<file path="src/rtl/scc_ram.sv">
// Simple dual-port synchronous RAM with registered read data.
`default_nettype none
module scc_ram #(
  parameter int WIDTH = 8,
  parameter int DEPTH = 64
) (
  input  wire logic                     clk,
  input  wire logic                     we,
  input  wire logic [$clog2(DEPTH)-1:0] waddr,
  input  wire logic [WIDTH-1:0]         wdata,
  input  wire logic [$clog2(DEPTH)-1:0] raddr,
  output logic      [WIDTH-1:0]         rdata
);
  logic [WIDTH-1:0] mem [DEPTH];

  always_ff @(posedge clk) begin
    if (we) begin
      mem[waddr] <= wdata;
    end
    rdata <= mem[raddr];
  end
endmodule
`default_nettype wire

</file>
<file path="config.mk">
export PLATFORM = sky130hd
export DESIGN_NAME = scc_ram
export DESIGN_NICKNAME = d
export VERILOG_FILES = /design/src/rtl/scc_ram.sv
export SDC_FILE = /design/constraint.sdc
export NUM_CORES = 1
export LEC_CHECK = 0
export ABC_AREA = 1
export BUFFER_PORTS_ARGS = -buffer_cell sky130_fd_sc_hd__buf_2
export CAP_MARGIN = 20
export CORE_ASPECT_RATIO = 1.2
export CORE_MARGIN = 2
export CORE_UTILIZATION = 55
export DETAILED_ROUTE_END_ITERATION = 16
export GPL_ROUTABILITY_DRIVEN = 1
export PLACE_DENSITY_LB_ADDON = 0.15
export SYNTH_ARGS = -nofsm -noshare
export SYNTH_HDL_FRONTEND = slang
export SYNTH_SLANG_ARGS = --single-unit
</file>
<file path="constraint.sdc">
create_clock -name clk -period 3.1 [get_ports clk]
set_clock_uncertainty 0.2 [all_clocks]
set_input_delay 0.31 -clock clk [delete_from_list [all_inputs] [get_ports clk]]
set_output_delay 0.31 -clock clk [all_outputs]
set_load 0.1 [all_outputs]
</file>
== Word level (Yosys, flattened, before mapping) ==
Memory sizes are Yosys's and may differ from the RTL's. A register that Yosys moved wholly into a read port is not among the register bits.
Cells that the tools add are included.

* RAM bits: 512
* Memories: 1
* Register bits after elaboration: 0
* Bits of input ports: 22
* Output and inout bits: 8

* Muxes and demuxes: 2

{| class="wikitable"
|+ Memories
! name !! depth !! bits a word !! read ports !! clocked after Yosys merged registers in !! wr ports !! line !! text
|-
| mem || 64 || 8 || 1 || 1 || 1 || 14 || <nowiki>logic [WIDTH-1:0] mem [DEPTH];</nowiki>
|}

{| class="wikitable"
|+ Operators with widths
! operator !! count
|-
| 2-to-1 mux 1 bit || 2
|}

== Depth between registers and ports, before layout ==
* Depth after elaboration: 2
* Depth in mapped cells: 12

== Worst setup path before layout ==
Ideal clock, no wire load.

* Path type: input to register
* Start: input port we
* End: memory mem[48][0] (enable)
* Arrival time: 1.681 ns
* Setup slack: 0.824 ns
* Cell stages on the path: 3
* Data required time: 2.505 ns
* Cells stage by stage: clkbuf_1 > nand4_1 > nor4_1

* Longest elaborated chain between the ends: 2

{| class="wikitable"
|+ Ends and longest elaborated chain
! item !! line !! text
|-
| from (decl) || 8 || <nowiki>input wire logic we,</nowiki>
|-
| 2-to-1 mux 1 bit || 17 || <nowiki>if (we) begin</nowiki>
|-
| 2-to-1 mux 1 bit (not written as such) || 18 || <nowiki>mem[waddr] <= wdata;</nowiki>
|-
| to (decl) || 14 ||
|}

Every way passes these cells.

== Final worst setup path ==
* Start: input port waddr[1]
* End: memory mem[32][2] (enable)

{| class="wikitable"
|+ RTL lines
! item !! line !! text
|-
| from (decl) || 9 || <nowiki>input wire logic [$clog2(DEPTH)-1:0] waddr,</nowiki>
|}

Straight into the memory's write port.

==> reports/qor.yml <==
synth_edf_count: 512
syn-num-nets: 1827
drive_gt1_share_pct: 8.249
via_count: 13610
maxCapViolations: 0
rsz0062_at_grt: "false"
pre_cts_ws_ps: 436.7
period_share_pct: 67.28
grt_antenna_before_repair: 1
synth_most_common_cell: "nand2_1"
startpoint_type: "primary input"
synth_commonest_cells: "648 x nand2_1, 512 x edfxtp_1, 439 x nand3_1"
io_buffers: 29
wirelength_mm: 51.99
synth_top_flop_cell: "edfxtp_1"
instances_no_fill: 2354
hpwl_mm: 30.28
gr-total-overflow: 0
io_pins: 30
drc_errors: 0
tns_ps: 0
drt-initial-drc-count: 1439
ctsHtreeMaxLevel: 2
endpoint_kind: "flip-flop"
finalNetCount: 1850
netlist_instances: 1805
synth_cell_types: 16
grt_pass1_vias: 12910
finalSetupViolCount: 0
clk_pin_slew_ps: 60
status: "finished, final reports clean"
cts.path.max_buffers: 3
hp-class: "primary input to flip-flop"
async_flop_share_pct: 0
cellPowerDensity_mw_per_mm2: 630.6
cts_made_buffers: 49
yosys_warnings: 0
ys_seq_area_share_pct: 72.80
synth_area_leaders: "edfxtp_1 72%, nand2_1 11%, nand3_1 10%"
worst_slack_ps: 1014
critPathKind: "primary input to flip-flop"
ant_nets: 0
slew-limit-headroom_pct: 46.41
grt_pass1_wl_mm: 78.54
cp_data_arrival_time_ps: 2070
critPathMaxFanout: 9
tightestPinTransition_ps: 800.9
start_util_pct: 55.36
period_needed_ps: 2086
grt_max_degree: 129
critPathRequiredTime_ps: 3090
area_growth_pct: 10.03
slowest_delay_ps: 820
synthesis.area_sq_mm: 0.02134
die_h_um: 219.8
fp.dieW_um: 183.8
via_per_inst: 5.782
slowest_stage: "nor2_1"
maxSlewViolCount: 0
synth-seq-cells: 520
hold_viol_final: 0
gp_congestion: 0.8590
syn_avg_cell_area_sq_um: 11.82
fmax_mhz: 479.5
wl_per_cell_um: 22.09
cts_setup_buffers: 0
ctsRootBufferMaster: "clkbuf_16"
grt_usage_pct: 26.20
synth_top_area_share_pct: 72.05
power.leakage_nw: 8.477
fp.dieArea_sq_mm: 0.04040
insertion_delay_ps: 570
worstPathCellList: "buf_2 -> inv_1 -> nand4_1 -> nor2_1"
dr.pass1.iters: 5
core_sq_mm: 0.03855
clock_sinks: 520
rows: 79
place_inst: 2261
cts_tree: "yes"
synth_top_area_cell: "edfxtp_1"
peakVddDrop_uv: 391.2
[sequential cells by signal, summed over array words and instances (netlist names)]
| signal | cells |
|---|---|
| rdata | 8 |
| mem | 512 |
[cells in the final DEF (no fill, tap or decap)]
cell type and count:
nand4_1 9, bufinv_16 6, nor4_1 8, dfxtp_1 8, edfxtp_1 512, clkinv_1 15
clkbuf_16 51, inv_1 9, nand3_1 439, buf_6 1, inv_2 1, clkinvlp_4 3
buf_12 12, nand2_1 648, buf_4 43, buf_2 27, inv_6 2, diode_2 1
clkbuf_1 7, nor2_1 56, clkinv_2 7, inv_4 1, dlygate4sd3_1 2
[layout make-up]
type / count / area, sq um
inverters: 12 / 52.55
flip-flops and latches: 520 / 15530
clock inverters: 32 / 302.8
multi-input cells: 1160 / 4946
clock buffers: 58 / 1303
fillers: 3065 / 15070
repair buffers: 85 / 729.5
diodes: 1 / 2.502
well taps: 486 / 608.1
[critical path: cells and delay by family]
family | cells | cell delay [ps]
AND/OR/NAND/NOR | 2 | 1410
buffers and inverters | 2 | 350
[path summary, 6_finish.rpt]
| kind | startpoint | slack, ps | cells after the start | to |
|---|---|---|---|---|
| worst max register to register | mem[51][3] | 1540 | 8 | rdata[3] |
| worst min-delay path | wdata[0] | 60 | 2 | mem[49][0] |
| worst max-delay path | waddr[1] | 1010 | 4 | mem[32][2] |
| worst min register to register | mem[2][0] | 620 | 8 | rdata[0] |
[report_power, final]
part           internal [mW]  switching (mW)  total [mW]
clock network           3.49            2.50        5.99
registers               7.78          0.0226        7.80
logic                  0.237           0.775        1.01
[stage by stage]
step | total power, mW | util, % | cell area (sq um) | hold slack, ps
global placement | 8.950 | 56.68 | 21850 | 510.4
CTS | 14.89 | 60.90 | 23480 | 62.60
finish | 14.81 | 60.91 | 23480 | 64.85
global route | 15.23 | 60.90 | 23480 | 71.01
floorplan | 8.590 | - | 21340 | 208.9
detailed placement | 8.963 | 56.68 | 21850 | 517.8
[cells by family after synthesis]
family / share of synthesized area [%]
simple gates: 23.18
buf+inv: 4.022
flops: 72.80
[routing by layer]
layer	GRT usage [%]	share of wire, %	vias to the layer above
li1	-	-	6390
met1	35.49	42	6620
met2	42.26	47	494
met3	4.578	7.0	106
met4	11.01	4.1	2
met5	0	0.029	-
[timing repair]
| item | 4_1_cts | 5_1_grt |
|---|---|---|
| hold endpoints to repair | 19 | 0 |
| hold buffers | 2 | 0 |
| resized for setup | 0 | 0 |
Note: power is estimated with default switching activity, not from simulation.
